--- src/design/clh_pkg.sv ---
// ----------------------------------------------------------------------------
// clh_pkg: shared types and constants of the code lock
// Defaults, reset values, register indexes, status codes and the result word.
// ----------------------------------------------------------------------------
package clh_pkg;

  // defaults for the top level parameters
  localparam int HISTORY_DEPTH_DEF = 5;
  localparam int CODE_BITS_DEF     = 32;

  // fixed field widths
  localparam int ENTRY_W  = 32;
  localparam int TRIES_W  = 4;
  localparam int STATUS_W = 3;
  localparam int MODE_W   = 2;
  localparam int OUT_W    = 16;

  // reset values
  localparam logic [ENTRY_W-1:0] RESET_CODE  = 32'd12345;
  localparam logic [ENTRY_W-1:0] RESET_ADMIN = 32'd54321;
  localparam logic [TRIES_W-1:0] RESET_TRIES = 4'd3;
  localparam logic [TRIES_W-1:0] TRIES_SAT   = 4'd15;

  // configuration register indexes
  localparam logic CFG_ADMIN_CODE = 1'b0;
  localparam logic CFG_MAX_TRIES  = 1'b1;

  // result status codes
  typedef enum logic [STATUS_W-1:0] {
    ST_USER_OK     = 3'd0,
    ST_WRONG       = 3'd1,
    ST_LOCKED      = 3'd2,
    ST_ADMIN_WRONG = 3'd3,
    ST_ADMIN_OK    = 3'd4,
    ST_REUSED      = 3'd5,
    ST_NEW_SET     = 3'd6
  } status_t;

  // one result word, status in the lowest bits
  typedef struct packed {
    logic [MODE_W-1:0]  mode_now;
    logic [TRIES_W-1:0] tries_used;
    status_t            status;
  } result_t;

endpackage

--- src/design/clh_ring.sv ---
// ----------------------------------------------------------------------------
// clh_ring: ring of recently used codes
// Stores the last codes with valid marks and matches a lookup code against
// all valid entries in parallel.
// ----------------------------------------------------------------------------
module clh_ring
  import clh_pkg::*;
#(
  parameter int HISTORY_DEPTH = HISTORY_DEPTH_DEF,
  parameter int CODE_BITS     = CODE_BITS_DEF
) (
  input  logic                 clk,
  input  logic                 rst_n,
  input  logic                 push,
  input  logic [CODE_BITS-1:0] push_code,
  input  logic [CODE_BITS-1:0] lookup_code,
  output logic                 hit
);

  localparam int PTR_W = (HISTORY_DEPTH > 1) ? $clog2(HISTORY_DEPTH) : 1;
  localparam logic [PTR_W-1:0] PTR_LAST = PTR_W'(HISTORY_DEPTH - 1);

  logic [CODE_BITS-1:0]     codes_r [HISTORY_DEPTH];
  logic [HISTORY_DEPTH-1:0] valid_r;
  logic [PTR_W-1:0]         ptr_r;
  logic [HISTORY_DEPTH-1:0] match;

  // pointer and valid marks
  always_ff @(posedge clk) begin
    if (!rst_n) begin
      valid_r <= '0;
      ptr_r   <= '0;
    end else if (push) begin
      valid_r[ptr_r] <= 1'b1;
      ptr_r          <= (ptr_r == PTR_LAST) ? '0 : ptr_r + PTR_W'(1);
    end
  end

  // entry storage, overwrites the oldest entry once full
  always_ff @(posedge clk) begin
    if (push) begin
      codes_r[ptr_r] <= push_code;
    end
  end

  // parallel compare against every valid entry
  always_comb begin
    for (int i = 0; i < HISTORY_DEPTH; i++) begin
      match[i] = valid_r[i] && (codes_r[i] == lookup_code);
    end
  end

  assign hit = |match;

endmodule

--- src/design/clh_skid.sv ---
// ----------------------------------------------------------------------------
// clh_skid: two-entry result buffer
// Holds the result word for the output side and a second word so that the
// input side keeps taking words while a result waits.
// ----------------------------------------------------------------------------
module clh_skid
  import clh_pkg::*;
(
  input  logic    clk,
  input  logic    rst_n,
  input  logic    push,
  input  result_t push_word,
  output logic    ready,
  output logic    out_vld,
  output result_t out_word,
  input  logic    out_rdy
);

  logic    main_vld_r;
  logic    skid_vld_r;
  result_t main_r;
  result_t skid_r;
  logic    pop;

  assign pop     = main_vld_r && out_rdy;
  assign ready   = !skid_vld_r;
  assign out_vld = main_vld_r;
  assign out_word = main_r;

  // valid flags
  always_ff @(posedge clk) begin
    if (!rst_n) begin
      main_vld_r <= 1'b0;
      skid_vld_r <= 1'b0;
    end else if (skid_vld_r) begin
      if (pop) begin
        skid_vld_r <= 1'b0;
      end
    end else if (push) begin
      main_vld_r <= 1'b1;
      if (main_vld_r && !pop) begin
        skid_vld_r <= 1'b1;
      end
    end else if (pop) begin
      main_vld_r <= 1'b0;
    end
  end

  // payload
  always_ff @(posedge clk) begin
    if (skid_vld_r) begin
      if (pop) begin
        main_r <= skid_r;
      end
    end else if (push) begin
      if (!main_vld_r || pop) begin
        main_r <= push_word;
      end else begin
        skid_r <= push_word;
      end
    end
  end

endmodule

--- src/design/code_lock_with_history.sv ---
// ----------------------------------------------------------------------------
// code_lock_with_history: code lock with lockout and a ring of used codes
// Checks keyed codes against the current or admin code by mode, counts
// failed tries, locks out, and refuses new codes found in the ring.
// ----------------------------------------------------------------------------
//  channel | dir | handshake          | payload
//  in_     | in  | in_tvalid/tready   | tdata[31:0] entered_code
//  out_    | out | out_tvalid/tready  | tdata[2:0] status, [6:3] tries_used,
//          |     |                    | [8:7] mode_now, [15:9] zero
//  cfg_    | in  | cfg_we             | cfg_index, cfg_wdata
//
//  One word per cycle while in_tready is high; its result is registered and
//  offered once earlier results are taken. Mode, try count and ring update as
//  the word is taken, so words may follow back to back. A two-word result buffer
//  keeps in_tready high while one result waits, low with both words full.
//  Synchronous active-low reset, no clearing pass: the ring uses valid marks.
// ----------------------------------------------------------------------------
module code_lock_with_history
  import clh_pkg::*;
#(
  parameter int HISTORY_DEPTH = HISTORY_DEPTH_DEF,
  parameter int CODE_BITS     = CODE_BITS_DEF
) (
  input  logic               clk,
  input  logic               rst_n,
  // input words
  input  logic               in_tvalid,
  output logic               in_tready,
  input  logic [ENTRY_W-1:0] in_tdata,   // [31:0] entered_code
  // result words
  output logic               out_tvalid,
  input  logic               out_tready,
  output logic [OUT_W-1:0]   out_tdata,  // [2:0] status, [6:3] tries_used,
                                         // [8:7] mode_now, [15:9] zero
  // configuration writes
  input  logic               cfg_we,
  input  logic               cfg_index,
  input  logic [ENTRY_W-1:0] cfg_wdata
);

  typedef enum logic [MODE_W-1:0] {
    MODE_USER   = 2'd0,
    MODE_LOCKED = 2'd1,
    MODE_NEW    = 2'd2
  } mode_t;

  mode_t                mode_r, mode_nxt;
  logic [TRIES_W-1:0]   fail_r, fail_nxt, fail_inc;
  logic [CODE_BITS-1:0] cur_r, cur_nxt;
  logic [CODE_BITS-1:0] admin_r;
  logic [TRIES_W-1:0]   max_tries_r;
  logic [CODE_BITS-1:0] code;
  logic                 in_fire;
  logic                 ring_push;
  logic                 ring_hit;
  status_t              status;
  result_t              res_word;
  result_t              out_word;

  assign in_fire  = in_tvalid && in_tready;
  assign code     = CODE_BITS'(in_tdata);
  assign fail_inc = (fail_r == TRIES_SAT) ? TRIES_SAT : fail_r + TRIES_W'(1);

  // configuration registers
  always_ff @(posedge clk) begin
    if (!rst_n) begin
      admin_r     <= CODE_BITS'(RESET_ADMIN);
      max_tries_r <= RESET_TRIES;
    end else if (cfg_we) begin
      unique case (cfg_index)
        CFG_ADMIN_CODE: admin_r     <= CODE_BITS'(cfg_wdata);
        CFG_MAX_TRIES:  max_tries_r <= cfg_wdata[TRIES_W-1:0];
        default:        ;
      endcase
    end
  end

  // next mode, try count and status
  always_comb begin
    mode_nxt  = mode_r;
    fail_nxt  = fail_r;
    cur_nxt   = cur_r;
    ring_push = 1'b0;
    status    = ST_USER_OK;
    unique case (mode_r)
      MODE_LOCKED: begin
        if (code == admin_r) begin
          status    = ST_ADMIN_OK;
          ring_push = in_fire;
          mode_nxt  = MODE_NEW;
        end else begin
          status = ST_ADMIN_WRONG;
        end
      end
      MODE_NEW: begin
        if (ring_hit) begin
          status = ST_REUSED;
        end else begin
          status   = ST_NEW_SET;
          cur_nxt  = code;
          fail_nxt = '0;
          mode_nxt = MODE_USER;
        end
      end
      default: begin
        if (code == cur_r) begin
          status    = ST_USER_OK;
          ring_push = in_fire;
          mode_nxt  = MODE_NEW;
        end else begin
          fail_nxt = fail_inc;
          if (fail_inc >= max_tries_r) begin
            status   = ST_LOCKED;
            mode_nxt = MODE_LOCKED;
          end else begin
            status   = ST_WRONG;
            mode_nxt = MODE_USER;
          end
        end
      end
    endcase
  end

  // lock state
  always_ff @(posedge clk) begin
    if (!rst_n) begin
      mode_r <= MODE_USER;
      fail_r <= '0;
      cur_r  <= CODE_BITS'(RESET_CODE);
    end else if (in_fire) begin
      mode_r <= mode_nxt;
      fail_r <= fail_nxt;
      cur_r  <= cur_nxt;
    end
  end

  // history of used codes
  clh_ring #(
    .HISTORY_DEPTH (HISTORY_DEPTH),
    .CODE_BITS     (CODE_BITS)
  ) u_ring (
    .clk         (clk),
    .rst_n       (rst_n),
    .push        (ring_push),
    .push_code   (cur_r),
    .lookup_code (code),
    .hit         (ring_hit)
  );

  // result word
  always_comb begin
    res_word.status     = status;
    res_word.tries_used = fail_nxt;
    res_word.mode_now   = MODE_W'(mode_nxt);
  end

  clh_skid u_skid (
    .clk       (clk),
    .rst_n     (rst_n),
    .push      (in_fire),
    .push_word (res_word),
    .ready     (in_tready),
    .out_vld   (out_tvalid),
    .out_word  (out_word),
    .out_rdy   (out_tready)
  );

  assign out_tdata = OUT_W'(out_word);

  // a new code set ends the session with a cleared try count
  a_new_set_clears: assert property (@(posedge clk) disable iff (!rst_n)
    in_fire && mode_r == MODE_NEW && !ring_hit |=> fail_r == '0 && mode_r == MODE_USER)
    else $error("try count not cleared after new code");

  // lock state moves only with an accepted word
  a_state_hold: assert property (@(posedge clk) disable iff (!rst_n)
    !in_fire |=> $stable(mode_r) && $stable(fail_r) && $stable(cur_r))
    else $error("lock state changed without input word");

  // the ring is written only on the way into new-code entry
  a_push_to_new: assert property (@(posedge clk) disable iff (!rst_n)
    ring_push |=> mode_r == MODE_NEW)
    else $error("ring push without entering new-code mode");

endmodule
--- config.mk ---
export PLATFORM = sky130hd
export DESIGN_NAME = code_lock_with_history
export DESIGN_NICKNAME = d
export VERILOG_FILES = /design/src/design/clh_pkg.sv /design/src/design/clh_ring.sv /design/src/design/clh_skid.sv /design/src/design/code_lock_with_history.sv
export SDC_FILE = /design/constraint.sdc
export NUM_CORES = 1
export LEC_CHECK = 0
export BUFFER_PORTS_ARGS = -buffer_cell sky130_fd_sc_hd__buf_2
export CORE_MARGIN = 3
export CORE_UTILIZATION = 50
export DETAILED_ROUTE_END_ITERATION = 8
export PLACE_DENSITY_LB_ADDON = 0.1
export SLEW_MARGIN = 5
export SYNTH_ARGS = -nofsm -noshare
export SYNTH_HDL_FRONTEND = slang
export SYNTH_SLANG_ARGS = --single-unit
--- constraint.sdc ---
create_clock -name clk -period 11 [get_ports clk]
set_input_delay 0 -clock clk [delete_from_list [all_inputs] [get_ports clk]]
set_output_delay 0 -clock clk [all_outputs]
set_load 0.05 [all_outputs]
==> qor.csv, run 1 <==
metric,value,unit
status,completed,
maxCapViolations,0,
ios,88,
layout_commonest_cell,edfxtp_1,
worstPathCellList,xnor2_1 -> nand4_1 -> nor4_2 -> nand3b_1 -> a211o_1 -> nor4_2 -> buf_4,
routed_via_density,5.64,
period_share,30.3,%
p_clk_share,41.3,%
critPathLaunchType,flip-flop,
hp-class,in -> reg,
drtIter0Drc,876,
ff_latch_area,7030,um2
drive_gt1_share,14.7,%
setup_tns,0,ns
worstMarginPinSlew,1.22,ns
syn_area,12000,um2
dieArea,26000,um2
ant_nets,0,
io_buffers,80,
numClockSinks,262,
layout_common_cells,"178 x edfxtp_1, 144 x xnor2_1, 85 x nand2_1",
p_per_area,153,nW/um2
initial_utilization,51.1,%
cts_buffer_depth,3,
power_switching_share,24.2,%
vias,8308,
cp_max_fo,32,
dp_slack,7.71,ns
gr-total-overflow,0,
hold_violations,0,
syn_to_final_growth,17.2,%
first_pass_iters,5,
fin_crit,3.34,ns
end_kind,flip-flop,
rsz0062_at_grt,false,
async_flop_share,0,%
n_antenna_cell,0,
cts_tree,built,
cell_internal_pwr,1.63,mW
fillers,1977,
share_seq_of_total_power,49.3,%
p_switching,523,uW
cpLargestDelayFamily,simple AND/OR/NAND/NOR gates,
fin_cells,1473,
crit_buf_inv,1,
multi_input_area,4460,um2
nets,1211,
core,23500,um2
slew_viol_final,0,
cp_slowest_cell,nor4_2,
max_freq,0.300,GHz
synth_edf_count,178,
antenna_found_initial,0,
cpMostUsedCell,nor4_2,
htree_levels,1,
yosys_register_bits,262,
synthFlopType,edfxtp_1,
placedCellCount,1342,
clk_latency,0.56,ns
critical-path-max-stage-delay,0.63,ns
synth_cells,1001,
rows,56,
grt_max_degree,56,
drc,0,
drt_wl_total,34200,um
cts_buffers,28,
irDropWorstVdd,0.000119,V
gp_congestion,0.850,
rrSetupSlack,7.66,ns
slew_headroom,18.6,%
cp.required,11.18,ns
setup_violations,0,
grt_util_all_layers,26.1,%
worstPathArrival,3.52,ns
finalClockSkew,0.0211,ns
path_clk_slew,0.06,ns
ctsResizeCount,0,
worst-setup-path-type,reg -> reg,
ys_seq_area_share,58.4,%
routedWlPerCell,23.2,um
hpwl,22400,um
grt_pass1_wl,51100,um
p_leak,5.13,nW
pwr-share-comb,9.4,%
first_global_vias,8136,
ys_warn_count,0,
synth_cell_types,60,
fin_ws,7.66,ns
root_buffer,clkbuf_16,
syn_area_per_cell,12.0,um2
die_y,161,um
dieWidth,161,um
worst register-to-register path, cell delays in order (launching register included):
cell      delay [ns]
dfxtp_1         0.50
xnor2_1         0.22
nand4_1         0.19
nor4_2          0.63
nand3b_1        0.14
a211o_1         0.50
nor4_2          0.27
buf_4           0.51
metal layers:
| metal | track usage [%] | wire (um) | up-vias |
|---|---|---|---|
| met5 | 0 | 0 | - |
| met1 | 37.3 | 14900 | 4111 |
| met4 | 6.10 | 673 | 0 |
| li1 | - | - | 3812 |
| met3 | 4.39 | 2430 | 44 |
| met2 | 42.2 | 16100 | 341 |
worst paths after layout:
| kind | start | to | cells after the start |
|---|---|---|---|
| max reg2reg | cur_r[3] | u_ring.codes_r[3][4] | 7 |
| max | cur_r[3] | u_ring.codes_r[3][4] | 7 |
| min reg2reg | u_ring.valid_r[4] | u_ring.valid_r[4] | 1 |
| min | cfg_wdata[19] | admin_r[19] | 4 |
final cells by class:
type | instances | area share (%)
clock buffers | 35 | 5.44
clock inverters | 17 | 0.816
inverters | 21 | 0.559
multi-input cells | 650 | 31.6
flip-flops and latches | 262 | 49.8
well taps | 319 | 2.83
repair buffers | 169 | 8.97
registers in the layout (all words and copies together) (netlist names), 2 cells and up:
register / flops
max_tries_r: 4
admin_r: 32
u_skid.out_word: 9
u_skid.skid_r: 9
u_ring.ptr_r: 3
cur_r: 32
fail_r: 4
u_ring.codes_r: 160
u_ring.valid_r: 5
mode_r: 2
cells by family (layout without fill, tap and decap cells):
kind of cell               Yosys count  count (layout)  synth area share (%)
DFF                                262             262                  58.4
and+or+nand+nor                    261             261                  11.6
xor gates and xnor gates           216             216                  16.0
AOI/OAI and AO/OA                  150             150                  7.40
buffers and inverters               95             242                  5.11
adders and majority gates            9               9                 0.935
muxes                                7               7                 0.603
other                                1               7                0.0311
repair_timing:
| item | 4_1_cts | 5_1_grt |
|---|---|---|
| setup buffers | 0 | 0 |
| endpoints found under the hold margin | 71 | 0 |
| hold buffers | 79 | 0 |
Yosys cell counts (5+ instances only):
cell type	count	area, um2
edfxtp_1	178	5350
xnor2_1	144	1260
nand2_1	85	319
dfxtp_1	84	1680
a21oi_1	74	370
xor2_1	68	596
nand3_1	59	295
nand4_1	38	238
o21ai_0	37	185
buf_6	25	282
clkbuf_1	24	90.1
nor4_1	23	144
inv_1	19	71.3
buf_4	17	128
nor2_1	11	41.3
ha_1	9	113
nand2b_1	8	50.1
buf_2	6	30.0
and2_1	5	31.3
and3_1	5	31.3
mux2i_1	5	50.1
nor2b_1	5	31.3
nor3_1	5	25.0
o21a_1	5	37.5
o31ai_1	5	37.5
power by group through the flow:
stage	logic [mW]	registers, mW	clock network [mW]
2_1_floorplan	0.120	1.10	0
3_3_place_gp	0.179	1.08	0
3_5_place_dp	0.179	1.09	0
4_1_cts	0.202	1.06	0.900
5_1_grt	0.219	1.07	0.945
6_report	0.203	1.06	0.890
stage by stage:
step	hold slack, ns	cell area, um2	utilization [%]	total power [mW]
final	0.237	14100	59.9	2.16
after global routing	0.241	14100	59.9	2.23
after CTS	0.216	14100	59.9	2.17
after detailed placement	0.203	12400	52.8	1.26
after global placement	0.205	12400	52.8	1.26
after floorplan	0.102	12100	-	1.22
No activity file was read; power rests on OpenSTA's default activity.
==> inputs of run 2 (changes only) <==
Settings changed: ABC_AREA set to 1.
Clock period 11 ns to 3.5 ns, I/O delays scaled along.
==> run 2 against run 1 <==
First-iteration DRC count up 42%. Clock-buffer cell count up 7. Critical path type unchanged. Critical path depth up 6.
==> qor.csv, run 2 <==
metric,value,unit,change
status,completed,,unchanged
routedWlPerCell,19.9,um,was 23.2 um
grt_pass1_wl,56900,um,was 51100 um
syn_area,12500,um2,was 12000 um2
layout.core_utilization,60.9,%,was 59.9%
hold_ws,0.0212,ns,was 0.237 ns
hold_violations,0,,unchanged
worstMarginPinSlew,0.867,ns,was 1.22 ns
clk_latency,0.56,ns,about the same
cp_slowest_cell,dfxtp_1,,was nor4_2
numClockSinks,262,,unchanged
cts_tree,built,,unchanged
synth_top_area_cell,edfxtp_1,,unchanged
postCtsSetupBuffers,0,,unchanged
cts_buffer_depth,3,,unchanged
initial_utilization,51.0,%,was 51.1%
first_pass_iters,6,,was 5
worstPathCellList,inv_1 -> nand2_1 -> nand4_1 -> nor3_1 -> nand2_1 -> nor2_1 -> nand2_1 -> nand2_1 -> nand3_2 -> inv_2 -> nand2_1 -> nor2_4 -> buf_4,,was xnor2_1 -> nand4_1 -> nor4_2 -> nand3b_1 -> a211o_1 -> nor4_2 -> buf_4
hold_start,in_tvalid,,was cfg_wdata[19]
dieWidth,164,um,was 161 um
gp_congestion,0.977,,was 0.850
drive_gt1_share,12.6,%,was 14.7%
synth_cells,1403,,was 1001
grt_max_degree,65,,was 56
maxCapViolations,0,,unchanged
fin_cells,1909,,was 1473
layout_commonest_cell,nand2_1,,was edfxtp_1
dpl-instance-area,13100,um2,was 12400 um2
largest_reg_flops,160,,unchanged
slew_viol_final,0,,unchanged
cp.required,3.72,ns,was 11.18 ns
reg_top3,"u_ring.codes_r (160), admin_r (32), cur_r (32)",,unchanged
worst-setup-path-type,reg -> reg,,unchanged
ant_nets,0,,unchanged
first_global_vias,9503,,was 8136
min_to,mode_r[1],,was admin_r[19]
syn_area_per_cell,8.90,um2,was 12.0 um2
fin_ws,0.670,ns,was 7.66 ns
top_register,u_ring.codes_r,,unchanged
n_antenna_cell,0,,unchanged
ios,88,,unchanged
max_freq,0.353,GHz,was 0.300 GHz
vias,10100,,was 8308
irDropWorstVdd,0.000387,V,was 0.000119 V
root_buffer,clkbuf_16,,unchanged
placedCellCount,1773,,was 1342
setup_violations,0,,unchanged
ctsResizeCount,0,,unchanged
htree_levels,1,,unchanged
dieArea,26900,um2,was 26000 um2
grt_util_all_layers,28.4,%,was 26.1%
p_leak,6.25,nW,was 5.13 nW
nets,1641,,was 1211
rows,57,,was 56
syn_to_final_growth,19.3,%,was 17.2%
worstPathArrival,3.05,ns,was 3.52 ns
synth_top_area_share,42.8,%,was 44.4%
yosysMostFrequentCell,nand2_1,,was edfxtp_1
synth_edf_count,178,,unchanged
critPathLaunchType,flip-flop,,unchanged
stdcell_area,14900,um2,was 14100 um2
reg2reg_depth,13,,was 7
finalPower,7.33,mW,was 2.16 mW
synthFlopType,edfxtp_1,,unchanged
ys_seq_area_share,56.3,%,was 58.4%
hpwl,26800,um,was 22400 um
die_y,164,um,was 161 um
async_flop_share,0,%,unchanged
drt_wl_total,38000,um,was 34200 um
slew_headroom,41.8,%,was 18.6%
setup_tns,0,ns,unchanged
antenna_found_initial,0,,unchanged
dp_slack,0.745,ns,was 7.71 ns
end_kind,flip-flop,,unchanged
gr-total-overflow,0,,unchanged
rsz0062_at_grt,false,,unchanged
critical-path-max-stage-delay,0.44,ns,was 0.63 ns
synth_cell_types,42,,was 60
io_buffers,80,,unchanged
yosys_register_bits,262,,unchanged
drc,0,,unchanged
core,24500,um2,was 23500 um2
period_share,80.9,%,was 30.3%
finalClockSkew,0.0162,ns,was 0.0211 ns
cts_buffers,29,,was 28
routed_via_density,5.28,,was 5.64
layout_common_cells,"373 x nand2_1, 178 x edfxtp_1, 152 x inv_1",,"was 178 x edfxtp_1, 144 x xnor2_1, 85 x nand2_1"
path_clk_slew,0.06,ns,about the same
rrSetupSlack,0.67,ns,was 7.66 ns
r2r_start,cur_r[20],,was cur_r[3]
synth_area_leaders,"edfxtp_1 43%, dfxtp_1 13%, nand2_1 11%, inv_1 4.6%, nor2_1 4.5%",,"was edfxtp_1 44%, dfxtp_1 14%, xnor2_1 10%, xor2_1 4.9%, a21oi_1 3.1%"
hold_depth,5,,was 4
cp_max_fo,21,,was 32
cpMostUsedCell,nand2_1,,was nor4_2
p_per_area,492,nW/um2,was 153 nW/um2
ys_warn_count,0,,unchanged
r2r_end,u_ring.codes_r[1][20],,was u_ring.codes_r[3][4]
drtIter0Drc,1247,,was 876
synthTopCellsByCount,"373 x nand2_1, 178 x edfxtp_1, 152 x inv_1, 151 x nor2_1, 84 x dfxtp_1",,"was 178 x edfxtp_1, 144 x xnor2_1, 85 x nand2_1, 84 x dfxtp_1, 74 x a21oi_1"
fin_crit,2.83,ns,was 3.34 ns
hp-class,in -> reg,,unchanged
[run 2: cell count changes in the layout (fill, tap and decap cells not counted), sizes merged, moves of 26 or more]
cell   delta
nor2    +144
xnor2   -108
nand2   +290
xor2     -41
nor4     -26
or2      +30
o21ai    +79
a21oi    -29
inv     +151
[run 2: repair_timing]
| action | 4_1_cts | 5_1_grt |
|---|---|---|
| endpoints found under the setup margin | 0 | 0 |
| hold endpoints to repair | 70 | 0 |
| hold buffers | 82 | 0 |
[run 2: final cells by class]
cell class / instances / area [um2]
Tap cell: 324 / 405
Sequential cell: 262 / 7030
Clock inverter: 12 / 111
Fill cell: 2208 / 9570
Inverter: 174 / 653
Multi-Input combinational cell: 922 / 4530
Timing Repair Buffer: 173 / 1340
Clock buffer: 42 / 825
[run 2: cells by family after synthesis]
group                    Yosys count  synth area share (%)
AND/OR/NAND/NOR                  652                  21.8
flip-flops                       262                  56.3
buffers and inverters            225                  7.96
AO/OA/AOI/OAI                    187                  8.37
XOR/XNOR                          67                  4.70
adder cells (fa/ha/maj)            9                 0.902
other                              1                0.0300
[run 2: how the worst max path moves through the flow]
stage                         start                     to  slack [ns]  depth (start not counted)
after global routing      cur_r[20]  u_ring.codes_r[4][20]        0.55                         13
after CTS                 cur_r[20]   u_ring.codes_r[1][2]        0.72                         13
after detailed placement  cur_r[20]  u_ring.codes_r[1][23]        0.74                         13
after global placement    cur_r[20]  u_ring.codes_r[4][23]        0.80                         13
final                     cur_r[20]  u_ring.codes_r[1][20]        0.67                         13
after floorplan           cur_r[20]   u_ring.codes_r[1][0]        0.43                         12
[run 2: critical path, delay by kind of cell (launching register included)]
family,cells,cell delay (ns)
AND/OR/NAND/NOR,10,1.51
buffers and inverters,3,0.52
flip-flops,1,0.44
[run 2: report_power, final]
part / leakage, nW / total [mW] / internal, mW / switching, mW
combinational: 3.46 / 0.827 / 0.295 / 0.532
sequential: 2.32 / 3.48 / 3.41 / 0.0742
clock: 0.466 / 3.02 / 1.77 / 1.24
total: 6.25 / 7.33 / 5.48 / 1.85
[run 2: metal layers]
| metal | track usage, % | vias to the layer above | wire length [um] |
|---|---|---|---|
| met5 | 0 | - | 0 |
| met4 | 8.42 | 0 | 1260 |
| met3 | 5.02 | 77 | 3330 |
| met2 | 45.6 | 426 | 17300 |
| met1 | 39.6 | 4712 | 16000 |
| li1 | - | 4860 | - |
